<file path="config.mk">
export PLATFORM = sky130hd
export DESIGN_NAME = byte_stream_superfasthash
export DESIGN_NICKNAME = d
export VERILOG_FILES = /design/src/sv/sfh_pkg.sv /design/src/sv/sfh_finish.sv /design/src/sv/byte_stream_superfasthash.sv
export SDC_FILE = /design/constraint.sdc
export NUM_CORES = 1
export LEC_CHECK = 0
export BUFFER_PORTS_ARGS = -buffer_cell sky130_fd_sc_hd__buf_2
export CAP_MARGIN = 20
export CORE_MARGIN = 3
export CORE_UTILIZATION = 54
export CTS_BUF_LIST = sky130_fd_sc_hd__clkbuf_8 sky130_fd_sc_hd__clkbuf_16
export CTS_CLUSTER_SIZE = 14
export DETAILED_ROUTE_END_ITERATION = 10
export HOLD_SLACK_MARGIN = 0.03
export PLACE_DENSITY = 0.74
export SLEW_MARGIN = 5
export SYNTH_ARGS = -nofsm -noshare
export SYNTH_HDL_FRONTEND = slang
export SYNTH_HIERARCHICAL = 1
export SYNTH_SLANG_ARGS = --single-unit
</file>
<file path="constraint.sdc">
create_clock -name clk_i -period 6.7 [get_ports clk_i]
set_input_delay 0.67 -clock clk_i [delete_from_list [all_inputs] [get_ports clk_i]]
set_output_delay 0.67 -clock clk_i [all_outputs]
set_load 0.02 [all_outputs]
</file>
<file path="src/sv/sfh_pkg.sv">
package sfh_pkg;

  // Finish request: running hash after the last block mix plus the
  // buffered tail bytes (byte i at bits 8*i) and their count.
  typedef struct packed {
    logic [31:0] hash;
    logic [23:0] tail;
    logic [1:0]  cnt;
  } fin_req_t;

  function automatic logic [31:0] sext8(input logic [7:0] b);
    sext8 = {{24{b[7]}}, b};
  endfunction

  // Four-byte block mix: two little-endian 16-bit halves.
  function automatic logic [31:0] block_mix(input logic [31:0] h_in,
                                            input logic [23:0] pend,
                                            input logic [7:0]  b3);
    logic [31:0] h;
    logic [31:0] tmp;
    h   = h_in + {16'h0000, pend[15:0]};
    tmp = ({16'h0000, b3, pend[23:16]} << 11) ^ h;
    h   = (h << 16) ^ tmp;
    h   = h + (h >> 11);
    block_mix = h;
  endfunction

  // One-, two- or three-byte tail step.
  function automatic logic [31:0] tail_mix(input logic [31:0] h_in,
                                           input logic [23:0] tail,
                                           input logic [1:0]  cnt);
    logic [31:0] h;
    h = h_in;
    case (cnt)
      2'd3: begin
        h = h + {16'h0000, tail[15:0]};
        h = h ^ (h << 16);
        h = h ^ (sext8(tail[23:16]) << 18);
        h = h + (h >> 11);
      end
      2'd2: begin
        h = h + {16'h0000, tail[15:0]};
        h = h ^ (h << 11);
        h = h + (h >> 17);
      end
      2'd1: begin
        h = h + sext8(tail[7:0]);
        h = h ^ (h << 10);
        h = h + (h >> 1);
      end
      default: begin
        h = h_in;
      end
    endcase
    tail_mix = h;
  endfunction

  // Final avalanche, first two rounds.
  function automatic logic [31:0] aval_lo(input logic [31:0] h_in);
    logic [31:0] h;
    h = h_in ^ (h_in << 3);
    h = h + (h >> 5);
    h = h ^ (h << 4);
    h = h + (h >> 17);
    aval_lo = h;
  endfunction

  // Final avalanche, last round.
  function automatic logic [31:0] aval_hi(input logic [31:0] h_in);
    logic [31:0] h;
    h = h_in ^ (h_in << 25);
    h = h + (h >> 6);
    aval_hi = h;
  endfunction

endpackage

</file>
<file path="src/sv/sfh_finish.sv">
module sfh_finish (
  input  logic               clk_i,
  input  logic               rst_ni,
  input  logic               req_valid_i,
  input  sfh_pkg::fin_req_t  req_i,
  output logic               req_ready_o,
  output logic               out_valid_o,
  input  logic               out_stall_i,
  output logic [31:0]        hash_value_o
);
  import sfh_pkg::*;

  fin_req_t    s1_q;
  logic        s1_vld_q;
  logic [31:0] s2_q, s3_q, out_q;
  logic        s2_vld_q, s3_vld_q, out_vld_q;
  logic        rdy1, rdy2, rdy3, rdy_out;

  // Each stage advances when it is empty or its successor moves on.
  assign rdy_out = !out_vld_q || !out_stall_i;
  assign rdy3    = !s3_vld_q || rdy_out;
  assign rdy2    = !s2_vld_q || rdy3;
  assign rdy1    = !s1_vld_q || rdy2;

  always_ff @(posedge clk_i or negedge rst_ni) begin
    if (!rst_ni) begin
      s1_vld_q  <= 1'b0;
      s2_vld_q  <= 1'b0;
      s3_vld_q  <= 1'b0;
      out_vld_q <= 1'b0;
    end else begin
      if (rdy1)    s1_vld_q  <= req_valid_i;
      if (rdy2)    s2_vld_q  <= s1_vld_q;
      if (rdy3)    s3_vld_q  <= s2_vld_q;
      if (rdy_out) out_vld_q <= s3_vld_q;
    end
  end

  always_ff @(posedge clk_i) begin
    if (rdy1 && req_valid_i) s1_q  <= req_i;
    if (rdy2 && s1_vld_q)    s2_q  <= tail_mix(s1_q.hash, s1_q.tail, s1_q.cnt);
    if (rdy3 && s2_vld_q)    s3_q  <= aval_lo(s2_q);
    if (rdy_out && s3_vld_q) out_q <= aval_hi(s3_q);
  end

  assign req_ready_o  = rdy1;
  assign out_valid_o  = out_vld_q;
  assign hash_value_o = out_q;

endmodule

</file>
<file path="src/sv/byte_stream_superfasthash.sv">
// Streaming 32-bit SuperFastHash, one message byte per transfer.
//
// Input channel (in_valid_i / in_stall_o): each transfer carries one byte.
// The first byte of a message also carries total_length_i, which seeds the
// hash; last_byte_i marks the final byte. A transfer with empty_message_i
// set abandons any message in progress and yields a hash of zero.
// Output channel (out_valid_o / out_stall_i): one hash per message.
//
// Throughput: one byte per cycle while in_stall_o is low. The byte-to-byte
// loop (seed, lane insert, block mix) closes combinationally on the
// accumulator registers. The hash reaches out_valid_o through a
// four-register finish pipeline (request, tail step, avalanche first
// half, avalanche second half / output register).
// A stalled receiver holds the output; the finish pipeline fills up and
// then in_stall_o rises until a slot frees.
// Reset clears the accumulator, byte buffer and all valid flags; the
// block is ready for a new message in the first cycle after reset.
module byte_stream_superfasthash (
  input  logic        clk_i,
  input  logic        rst_ni,
  input  logic        in_valid_i,
  output logic        in_stall_o,
  input  logic [7:0]  data_byte_i,
  input  logic        last_byte_i,
  input  logic [31:0] total_length_i,
  input  logic        empty_message_i,
  output logic        out_valid_o,
  input  logic        out_stall_i,
  output logic [31:0] hash_value_o
);
  import sfh_pkg::*;

  logic [31:0] acc_q;
  logic [23:0] pend_q;
  logic [1:0]  cnt_q;
  logic        in_msg_q;

  logic [31:0] h0, h1;
  logic [23:0] p0, p1;
  logic [1:0]  c0, c1;
  logic        accept;
  logic        req_valid;
  logic        req_ready;
  fin_req_t    req;

  assign accept = in_valid_i && !in_stall_o;

  // Seed from total_length on the first byte of a message.
  assign h0 = in_msg_q ? acc_q  : total_length_i;
  assign p0 = in_msg_q ? pend_q : 24'h000000;
  assign c0 = in_msg_q ? cnt_q  : 2'd0;

  // Fourth byte of a group runs the block mix; others drop into a lane.
  always_comb begin
    h1 = h0;
    p1 = p0;
    c1 = c0 + 2'd1;
    case (c0)
      2'd0: p1[7:0]   = data_byte_i;
      2'd1: p1[15:8]  = data_byte_i;
      2'd2: p1[23:16] = data_byte_i;
      default: begin
        h1 = block_mix(h0, p0, data_byte_i);
        p1 = 24'h000000;
        c1 = 2'd0;
      end
    endcase
  end

  // Hash state: advance on every byte, return to idle on last or empty.
  always_ff @(posedge clk_i or negedge rst_ni) begin
    if (!rst_ni) begin
      acc_q    <= 32'h0;
      pend_q   <= 24'h0;
      cnt_q    <= 2'd0;
      in_msg_q <= 1'b0;
    end else if (accept) begin
      if (empty_message_i) begin
        acc_q    <= 32'h0;
        pend_q   <= 24'h0;
        cnt_q    <= 2'd0;
        in_msg_q <= 1'b0;
      end else if (last_byte_i) begin
        acc_q    <= h1;
        pend_q   <= 24'h0;
        cnt_q    <= 2'd0;
        in_msg_q <= 1'b0;
      end else begin
        acc_q    <= h1;
        pend_q   <= p1;
        cnt_q    <= c1;
        in_msg_q <= 1'b1;
      end
    end
  end

  // Hand the finished message to the tail/avalanche pipeline. An empty
  // message goes through as zero with no tail: the avalanche keeps it zero.
  assign req_valid = accept && (empty_message_i || last_byte_i);
  assign req.hash  = empty_message_i ? 32'h0 : h1;
  assign req.tail  = empty_message_i ? 24'h0 : p1;
  assign req.cnt   = empty_message_i ? 2'd0  : c1;

  // Hold input transfers while the finish pipeline cannot take a request.
  assign in_stall_o = !req_ready;

  sfh_finish u_finish (
    .clk_i        (clk_i),
    .rst_ni       (rst_ni),
    .req_valid_i  (req_valid),
    .req_i        (req),
    .req_ready_o  (req_ready),
    .out_valid_o  (out_valid_o),
    .out_stall_i  (out_stall_i),
    .hash_value_o (hash_value_o)
  );

endmodule
</file>
==> flow_summary.ini <==
[outcome]
status = finished, final reports clean

[clocking]
cts-buffers-inserted = 26
clock_latency_ns = 0.59
htreeDepth = 1
path_clk_slew_ns = 0.06
cts-resized-gates = 0
cts_tree = done
postCtsHoldBufs = 0
post-cts-setup-buffers = 0
clkSinkCount = 217
clock-root-buffer = clkbuf_16
cts_buffer_depth = 3

[logic_synthesis]
synth_edf_count = 154
netlist_area_mm2 = 0.0235
async_flop_share_pct = 29.0
yosysUniqueCellTypes = 120
avgSynthCellArea_um2 = 9.12
synth.largest_area_cell = edfxtp_1
synthCells = 2580
netlist_top_cells_count = 251 x xnor2_1, 215 x ha_1, 204 x nand2_1, 188 x a21oi_1, 183 x nor2_1
yosys.area.top_type_share_pct = 19.7
synth_ff_type = edfxtp_1
synth.most_common_cell = xnor2_1
synth_warnings = 6
synth_seq_cells = 217
seq_area_frac_synth_pct = 26.3
synth.area.top_cells = edfxtp_1 20%, ha_1 11%, xnor2_1 9.3%
syn_nets = 2850

[sta]
timing.final.ws_setup_ns = 0.285
worst-slew-pin-transition_ns = 1.02
fin_crit_ns = 6.41
report.final.slew_viol_count = 0
finalSetupViolCount = 0
rsz0062_at_grt = no
clock_skew_ns = 0.0368
period_share_pct = 95.7
tns_ns = 0
finalHoldViolCount = 0
relSlewSlack_pct = 31.5
clock.fmax_mhz = 156

[place]
place_congestion = 1.05
portBuffers = 79
dpl.hpwl_um = 61900
place_ws_ns = 0.213
place_area_mm2 = 0.0247

[setup_path]
regToRegSetupSlack_ns = 0.29
critPathKind = flop to flop
cp.required_ns = 7.00
cp.arrival_ns = 6.71
start_kind = flop
r2r_end = u_finish/s2_q[25]
cp-end-kind = flop
timing.critical_path.from = u_finish/s1_q[26]
ff2ff_path_depth = 22
path_max_fanout = 10
r2r_start = u_finish/s1_q[26]

[floorplanning]
core.rowCount = 75
dieArea_mm2 = 0.0461
die_y_um = 215
initial_utilization_pct = 55.4
io_pins = 80
core_area_mm2 = 0.0425
die_x_um = 215

[global_routing]
grt_use_total_pct = 32.3
grt_max_degree = 64
grt_pass1_wl_um = 117000
grt_pass1_vias = 20200
antenna_found_initial = 1
overflow = 0

[cells_and_area]
area_delta_synth_final_pct = 9.03
n_antenna_cell = 0
nNetsFinal = 2937
stdcell_area_mm2 = 0.0257
drive_above_1_share_pct = 11.2

[detailed_routing]
wl_per_cell_um = 23.6
vias = 20800
route.detailed.drc = 0
detail-route-antenna-nets = 0
drt_iter0_drc = 1841
drt-total-wl_um = 76900
viasPerCell = 6.37
first_pass_iters = 5

[job]
cap_violations = 0

[min_path]
min_path_type = input port to async pin
## registers in the layout (all words and copies together) (netlist names)
signal	flops
u_finish/s1_q	58
u_finish/s2_q	32
u_finish/s3_vld_q	1
pend_q	24
u_finish/s1_vld_q	1
u_finish/hash_value_o	32
u_finish/s3_q	32
cnt_q	2
u_finish/s2_vld_q	1
acc_q	32
in_msg_q	1
u_finish/out_valid_o	1
## cell families (layout without fill, tap and decap cells)
| family | count (synthesis) | count (layout) | synth area share, % |
|---|---|---|---|
| DFF | 217 | 217 | 26.3 |
| AOI/OAI and AO/OA | 740 | 740 | 21.5 |
| adders and majority gates | 224 | 224 | 12.2 |
| xor gates and xnor gates | 420 | 420 | 16.9 |
| buffers and inverters | 177 | 284 | 3.27 |
| muxes | 73 | 73 | 4.33 |
| and+or+nand+nor | 729 | 729 | 15.5 |
## layer usage
layer	up-vias	global-route usage (%)	routed length (um)
met5	-	0	13
met1	10000	43.0	32500
met3	195	4.03	5420
li1	9672	-	-
met2	890	53.1	35000
met4	2	14.3	3950
## area by class of cell
cell class / count / area (um^2)
Sequential cell: 217 / 6200
Multi-Input combinational cell: 2186 / 16600
Tap cell: 577 / 722
Timing Repair Buffer: 140 / 870
Fill cell: 3718 / 16900
Inverter: 96 / 360
Clock buffer: 29 / 692
Clock inverter: 19 / 195
## placed cells by master (no fill, tap or decap), types with 28 or more instances in the layout
cell type  count
nor3_1        39
nor2_1       183
o21bai_1      31
and3_1        30
a22oi_1       29
dfrtp_1       62
edfxtp_1     154
a211oi_1      37
ha_1         215
and2_1        37
a31oi_1       28
buf_2         79
o21ai_0      115
mux2i_1       31
nor2b_1       37
xnor2_1      251
o21a_1        30
nand3_1       57
a21o_1        93
buf_4         59
nand2_1      204
a21oi_1      187
inv_1        105
xor2_1       144
## worst max-delay path by stage
| stage | end | slack (ns) | depth (start not counted) |
|---|---|---|---|
| final | u_finish/s2_q[25] | 0.29 | 22 |
| after global routing | u_finish/s2_q[31] | 0.01 | 21 |
| after CTS | u_finish/s2_q[25] | 0.15 | 22 |
| after global placement | u_finish/s1_q[55] | 0.22 | 22 |
| after detailed placement | u_finish/s2_q[25] | 0.21 | 22 |
| after floorplan | u_finish/s1_q[56] | 0.02 | 28 |
## worst max-delay path, stage by stage, from the launching register on
cell,delay (ns)
edfxtp_1,0.41
ha_1,0.26
fa_1,0.45
a211oi_2,0.32
nor3b_2,0.11
o41a_2,0.59
and4_1,0.29
nor3_4,0.38
xnor3_2,0.52
ha_1,0.41
o21a_1,0.15
o21ai_0,0.08
nand2b_1,0.15
o311a_1,0.23
o211ai_1,0.13
a21oi_1,0.27
nand3_1,0.21
nor4_2,0.18
buf_4,0.18
nand3_1,0.09
xnor2_1,0.19
a222oi_1,0.38
o21ai_0,0.14
## stage by stage
stage               hold slack (ns)  std cells  util (%)
floorplan                     0.374       2580         -
global placement              0.457       3215      58.1
detailed placement            0.464       3216      58.2
CTS                           0.294       3264      60.3
global route                  0.318       3264      60.4
finish                        0.248       3264      60.4
Power is not shown: default switching activity piles up to over one toggle a cycle in this logic, so the estimate is an artifact.
